--- src/fenwick_tree_2d_rect_sum_assert.svh ---
// Assertion macros for the 2-D Fenwick tree block.
// Depends on nothing; the including module provides i_clk and i_rst_n.
`ifndef FENWICK_TREE_2D_RECT_SUM_ASSERT_SVH
`define FENWICK_TREE_2D_RECT_SUM_ASSERT_SVH

// Same-cycle implication, checked outside reset
`define FWT2_ASSERT_IMP(label, ante, cons, msg) \
    label: assert property (@(posedge i_clk) disable iff (!i_rst_n) (ante) |-> (cons)) \
        else $error(msg);

// Next-cycle implication, checked outside reset
`define FWT2_ASSERT_NXT(label, ante, cons, msg) \
    label: assert property (@(posedge i_clk) disable iff (!i_rst_n) (ante) |=> (cons)) \
        else $error(msg);

`endif

--- src/fwt2_pkg.sv ---
// Shared types and constants of the 2-D Fenwick tree block.
// No dependencies.
package fwt2_pkg;

    // Field widths fixed by the interface
    localparam int DATA_W = 32;
    localparam int IDX_W  = 6;
    localparam int REQ_W  = 2;
    localparam int SIZE_W = 7;

    // Reset value of the size register
    localparam logic [SIZE_W-1:0] SIZE_RESET = 7'd64;

    // Request codes
    localparam logic [REQ_W-1:0] REQ_CLEAR  = 2'd0;
    localparam logic [REQ_W-1:0] REQ_ADD    = 2'd1;
    localparam logic [REQ_W-1:0] REQ_QUERY  = 2'd2;
    localparam logic [REQ_W-1:0] REQ_UNUSED = 2'd3;

    // Sequencer to walker command
    typedef struct packed {
        logic start;
        logic add_mode;
    } t_walk_cmd;

    // Walker status back to the sequencer
    typedef struct packed {
        logic active;
        logic last;
    } t_walk_st;

endpackage

--- src/fwt2_walk.sv ---
// Two-level index walker: emits one store address per cycle along a Fenwick path.
// Depends on fwt2_pkg (walker command and status structs).
module fwt2_walk #(
    parameter  int MAX_SIDE = 64,
    localparam int IW       = $clog2(MAX_SIDE) + 1,
    localparam int AW       = $clog2(MAX_SIDE * MAX_SIDE)
) (
    input  logic                i_clk,
    input  logic                i_rst_n,
    input  fwt2_pkg::t_walk_cmd i_cmd,
    input  logic [IW-1:0]       i_row,
    input  logic [IW-1:0]       i_col,
    input  logic [IW-1:0]       i_side,
    output fwt2_pkg::t_walk_st  o_st,
    output logic [AW-1:0]       o_addr
);

    logic          r_busy;
    logic          r_add;
    logic [IW-1:0] r_i;
    logic [IW-1:0] r_j;
    logic [IW-1:0] r_j0;

    logic [IW-1:0] w_i_inc, w_i_and, w_i_or, w_i_next;
    logic [IW-1:0] w_j_inc, w_j_and, w_j_or, w_j_next;
    logic          w_i_end, w_j_end;

    // Update walk goes up by i | (i + 1), prefix walk goes down by (i & (i + 1)) - 1
    assign w_i_inc  = r_i + IW'(1);
    assign w_i_and  = r_i & w_i_inc;
    assign w_i_or   = r_i | w_i_inc;
    assign w_i_next = r_add ? w_i_or : (w_i_and - IW'(1));
    assign w_i_end  = r_add ? (w_i_or >= i_side) : (w_i_and == '0);

    assign w_j_inc  = r_j + IW'(1);
    assign w_j_and  = r_j & w_j_inc;
    assign w_j_or   = r_j | w_j_inc;
    assign w_j_next = r_add ? w_j_or : (w_j_and - IW'(1));
    assign w_j_end  = r_add ? (w_j_or >= i_side) : (w_j_and == '0);

    assign o_st.active = r_busy;
    assign o_st.last   = w_i_end & w_j_end;

    // Row-major store address; both indices are below MAX_SIDE while busy
    assign o_addr = AW'(r_i[IW-2:0]) * AW'(MAX_SIDE) + AW'(r_j[IW-2:0]);

    // Walk control
    always_ff @(posedge i_clk) begin
        if (!i_rst_n) begin
            r_busy <= 1'b0;
        end else if (i_cmd.start) begin
            r_busy <= 1'b1;
        end else if (r_busy && w_j_end && w_i_end) begin
            r_busy <= 1'b0;
        end
    end

    // Index registers: inner index restarts from its origin at each outer step
    always_ff @(posedge i_clk) begin
        if (i_cmd.start) begin
            r_add <= i_cmd.add_mode;
            r_i   <= i_row;
            r_j   <= i_col;
            r_j0  <= i_col;
        end else if (r_busy) begin
            if (!w_j_end) begin
                r_j <= w_j_next;
            end else if (!w_i_end) begin
                r_i <= w_i_next;
                r_j <= r_j0;
            end
        end
    end

endmodule

--- config.mk ---
export PLATFORM = sky130hd
export DESIGN_NAME = fwt2_walk
export DESIGN_NICKNAME = d
export VERILOG_FILES = /design/src/fenwick_tree_2d_rect_sum_assert.svh /design/src/fwt2_pkg.sv /design/src/fwt2_walk.sv
export SDC_FILE = /design/constraint.sdc
export NUM_CORES = 1
export LEC_CHECK = 0
export BUFFER_PORTS_ARGS = -buffer_cell sky130_fd_sc_hd__clkbuf_2
export CORE_MARGIN = 5
export CORE_UTILIZATION = 40
export CTS_BUF_LIST = sky130_fd_sc_hd__clkbuf_8
export DETAILED_ROUTE_END_ITERATION = 10
export GPL_ROUTABILITY_DRIVEN = 0
export PLACE_DENSITY = 0.67
export SLEW_MARGIN = 40
export SYNTH_ARGS = -nofsm -noshare
export SYNTH_HDL_FRONTEND = slang
export SYNTH_SLANG_ARGS = --single-unit
--- constraint.sdc ---
create_clock -name i_clk -period 2.99 [get_ports i_clk]
set_input_delay 0.1495 -clock i_clk [delete_from_list [all_inputs] [get_ports i_clk]]
set_output_delay 0.1495 -clock i_clk [all_outputs]
set_load 0.03 [all_outputs]
==> impl_metrics.xml <==
<?xml version="1.0" encoding="UTF-8"?>
<metrics>
  <group name="floorplanning">
    <metric name="core_area" unit="sq mm">0.00466</metric>
    <metric name="chipHeight" unit="microns">78.9</metric>
    <metric name="die-area" unit="sq mm">0.00622</metric>
    <metric name="start_util" unit="%">40.7</metric>
    <metric name="design.portCount" unit="">39</metric>
    <metric name="fp.dieW" unit="microns">78.9</metric>
    <metric name="placementRows" unit="">25</metric>
  </group>
  <group name="logic_synthesis">
    <metric name="synth-edff-count" unit="">22</metric>
    <metric name="synth_top_area_share" unit="%">34.8</metric>
    <metric name="yosys.cell_types.count" unit="">48</metric>
    <metric name="synth.most_common_cell" unit="">edfxtp_1</metric>
    <metric name="synthDominantAreaCellType" unit="">edfxtp_1</metric>
    <metric name="combined_area_of_all_synthesized_cells" unit="sq mm">0.00190</metric>
    <metric name="synthFlopType" unit="">edfxtp_1</metric>
    <metric name="share_of_async_settable_or_async_resettable_flops_after_synthesis" unit="%">0</metric>
    <metric name="synth_cells" unit="">209</metric>
    <metric name="synthTopCellsByCount" unit="">22 x edfxtp_1, 20 x nand2_1, 16 x buf_4</metric>
    <metric name="ys_warn_count" unit="">0</metric>
    <metric name="synth.avg_cell_area" unit="sq um">9.08</metric>
    <metric name="yosysSeqAreaShare" unit="%">35.9</metric>
    <metric name="synth.net_count" unit="">246</metric>
    <metric name="ys_ff_latch" unit="">23</metric>
    <metric name="cell_types_occupying_the_most_area_after_synthesis" unit="">edfxtp_1 35%, ha_1 7.9%, buf_4 6.3%, mux2i_1 4.2%, nand2_1 4.0%</metric>
  </group>
  <group name="grt">
    <metric name="antenna_found_initial" unit="">0</metric>
    <metric name="wire_length_of_the_first_global_routing_pass" unit="microns">6330</metric>
    <metric name="global_route.usage.total" unit="%">12.6</metric>
    <metric name="grt-ovfl-total" unit="">0</metric>
    <metric name="grt_start_max_net_pins" unit="">38</metric>
    <metric name="grt_pass1_vias" unit="">1344</metric>
  </group>
  <group name="detailed_routing">
    <metric name="detail_route.vias_per_cell" unit="">5.13</metric>
    <metric name="route.vias.total" unit="">1489</metric>
    <metric name="drcViolationCount" unit="">0</metric>
    <metric name="dr.pass1.iters" unit="">4</metric>
    <metric name="wl_per_instance" unit="microns">13.2</metric>
    <metric name="routed_wirelength" unit="microns">3820</metric>
    <metric name="drt-initial-drc-count" unit="">135</metric>
    <metric name="final_antenna_net_count" unit="">0</metric>
  </group>
  <group name="place">
    <metric name="numPlacedInstances" unit="">286</metric>
    <metric name="place_worst_setup_slack" unit="ps">129</metric>
    <metric name="io_buffer_count" unit="">37</metric>
    <metric name="hpwlAfterDp" unit="microns">3010</metric>
  </group>
  <group name="sta">
    <metric name="report.final.setup_viol" unit="">0</metric>
    <metric name="timing.final.crit_period" unit="ps">2830</metric>
    <metric name="fin_worst_skew" unit="ps">1.73</metric>
    <metric name="drv_slew" unit="">0</metric>
    <metric name="timing.final.hold_violations" unit="">0</metric>
    <metric name="final.hold.worst_slack" unit="ps">58.9</metric>
    <metric name="fin_crit_sh" unit="%">94.8</metric>
    <metric name="setup_repair_after_global_routing_missed_its_margin" unit="">no</metric>
    <metric name="maxSlewHeadroom" unit="%">53.7</metric>
    <metric name="worst_pin_slew" unit="ps">695</metric>
    <metric name="setup_ws" unit="ps">156</metric>
    <metric name="timing.fmax" unit="MHz">353</metric>
    <metric name="tns" unit="ps">0</metric>
  </group>
  <group name="critical_path">
    <metric name="critical_path.reg2reg.startpoint" unit="">r_j[0]</metric>
    <metric name="cp-start-kind" unit="">flop</metric>
    <metric name="critPathSlowestCell" unit="">edfxtp_1</metric>
    <metric name="critPathKind" unit="">reg -&gt; reg</metric>
    <metric name="timing.critical_path.buf_inv" unit="">1</metric>
    <metric name="critical_path.endpoint_type" unit="">flop</metric>
    <metric name="critical_path.startpoint" unit="">r_j[0]</metric>
    <metric name="critical_path.cell_chain" unit="">and4_4, and2_4, or2_2, ha_1, or2_2, a211o_1, nand2_1, a21oi_4, buf_4, a31o_2</metric>
    <metric name="critPathMostFrequentCell" unit="">or2_2</metric>
    <metric name="worst_ep_arrival_time" unit="ps">2840</metric>
    <metric name="cp_top_family" unit="">simple AND/OR/NAND/NOR gates</metric>
    <metric name="slowest_delay" unit="ps">410</metric>
    <metric name="critical_path_required" unit="ps">3000</metric>
    <metric name="critical_path.max_fanout" unit="">8</metric>
  </group>
  <group name="finish">
    <metric name="antenna_cells" unit="">0</metric>
    <metric name="finish.cell_count_without_fillers" unit="">290</metric>
    <metric name="final_net_count" unit="">274</metric>
    <metric name="area.growth.synth_to_final" unit="%">12.0</metric>
    <metric name="drive_gt1_share" unit="%">28.0</metric>
  </group>
  <group name="worst_hold_path">
    <metric name="min-delay-start" unit="">i_cmd[0]</metric>
    <metric name="hold_path.class" unit="">in -&gt; reg</metric>
  </group>
  <group name="run_status">
    <metric name="outcome" unit="">complete, no violations</metric>
  </group>
  <group name="power_and_ir_drop">
    <metric name="leak_pwr" unit="uW">0.000929</metric>
    <metric name="power_per_cell_area" unit="mW/mm^2">513</metric>
    <metric name="vdd_ir_drop_max" unit="uV">257</metric>
  </group>
  <group name="clock_network">
    <metric name="clkTransAtPathRegs" unit="ps">80</metric>
    <metric name="cts_post_setup_buffers_inserted" unit="">0</metric>
    <metric name="max-clock-path-buffers" unit="">2</metric>
    <metric name="cts_made_buffers" unit="">3</metric>
    <metric name="cts-htree-levels" unit="">1</metric>
    <metric name="cts.sink_count" unit="">23</metric>
    <metric name="tritoncts" unit="">built</metric>
    <metric name="root_buffer" unit="">clkbuf_8</metric>
    <metric name="clkLatencyLatePin" unit="ps">260</metric>
  </group>
  <group name="job">
    <metric name="max_cap_viol_count" unit="">0</metric>
  </group>
</metrics>
-- worst paths after layout --
path,endpoint,slack (ps),cells past startpoint
worst max-delay path,r_i[4],160,10
worst min-delay path,r_add,60,1
worst min register to register,r_busy,490,2
worst max register to register,r_i[4],160,10
-- registers in the layout, summed over array words and instances, names as in the netlist --
register / count
r_add: 1
r_busy: 1
r_i: 7
r_j: 7
r_j0: 7
-- what timing repair did --
action / CTS / global route
resized for setup: 0 / 1
hold buffers: 0 / 0
endpoints found under the setup margin: 0 / 7
-- area by class of cell --
class / instances / area [sq um]
fillers: 446 / 2530
inverters: 15 / 56.3
repair buffers: 46 / 253
well taps: 54 / 67.6
multi-input cells: 148 / 1020
clock inverters: 1 / 5.00
clock buffers: 3 / 41.3
flip-flops and latches: 23 / 681
-- kinds of logic after synthesis --
family          synth area share [%]
buf+inv                         10.9
flops                           35.9
xor+xnor                        2.77
compound gates                  20.5
simple gates                    17.9
fa+ha+maj                       7.91
mux                             4.22
-- metrics by stage --
step | utilization (%) | total power (uW) | cell area (sq um)
finish | 45.6 | 1090 | 2130
global route | 45.6 | 1170 | 2130
CTS | 45.4 | 1100 | 2120
detailed placement | 44.5 | 904 | 2070
global placement | 44.5 | 896 | 2070
floorplan | - | 811 | 1900
-- placed cells by master (no fill, tap or decap), drive strengths merged, types with 5 or more instances in the layout --
cell type	n
clkbuf	40
ha	12
nand2b	8
or2	9
mux2i	8
nand2	20
inv	15
a21oi	16
edfxtp	22
buf	9
o21ai	16
nor2	7
nor3	5
o211ai	5
-- metal layers --
layer / global-route usage (%) / part of all wire (%) / up-vias / routed length [microns]
met5: 0 / 0 / - / 0
met3: 1.36 / 5.7 / 2 / 218
met1: 18.5 / 49 / 652 / 1870
met4: 4.64 / 1.2 / 0 / 46
met2: 18.8 / 44 / 46 / 1680
li1: - / - / 789 / -
-- power breakdown --
group / internal, uW / leakage [uW] / total (uW) / switching, uW
Sequential: 404 / 0.000224 / 442 / 38.7
Clock: 92.9 / 0.0000255 / 190 / 96.7
Combinational: 196 / 0.000679 / 458 / 262
Total: 692 / 0.000929 / 1090 / 397
(Power assumes the default switching activity.)
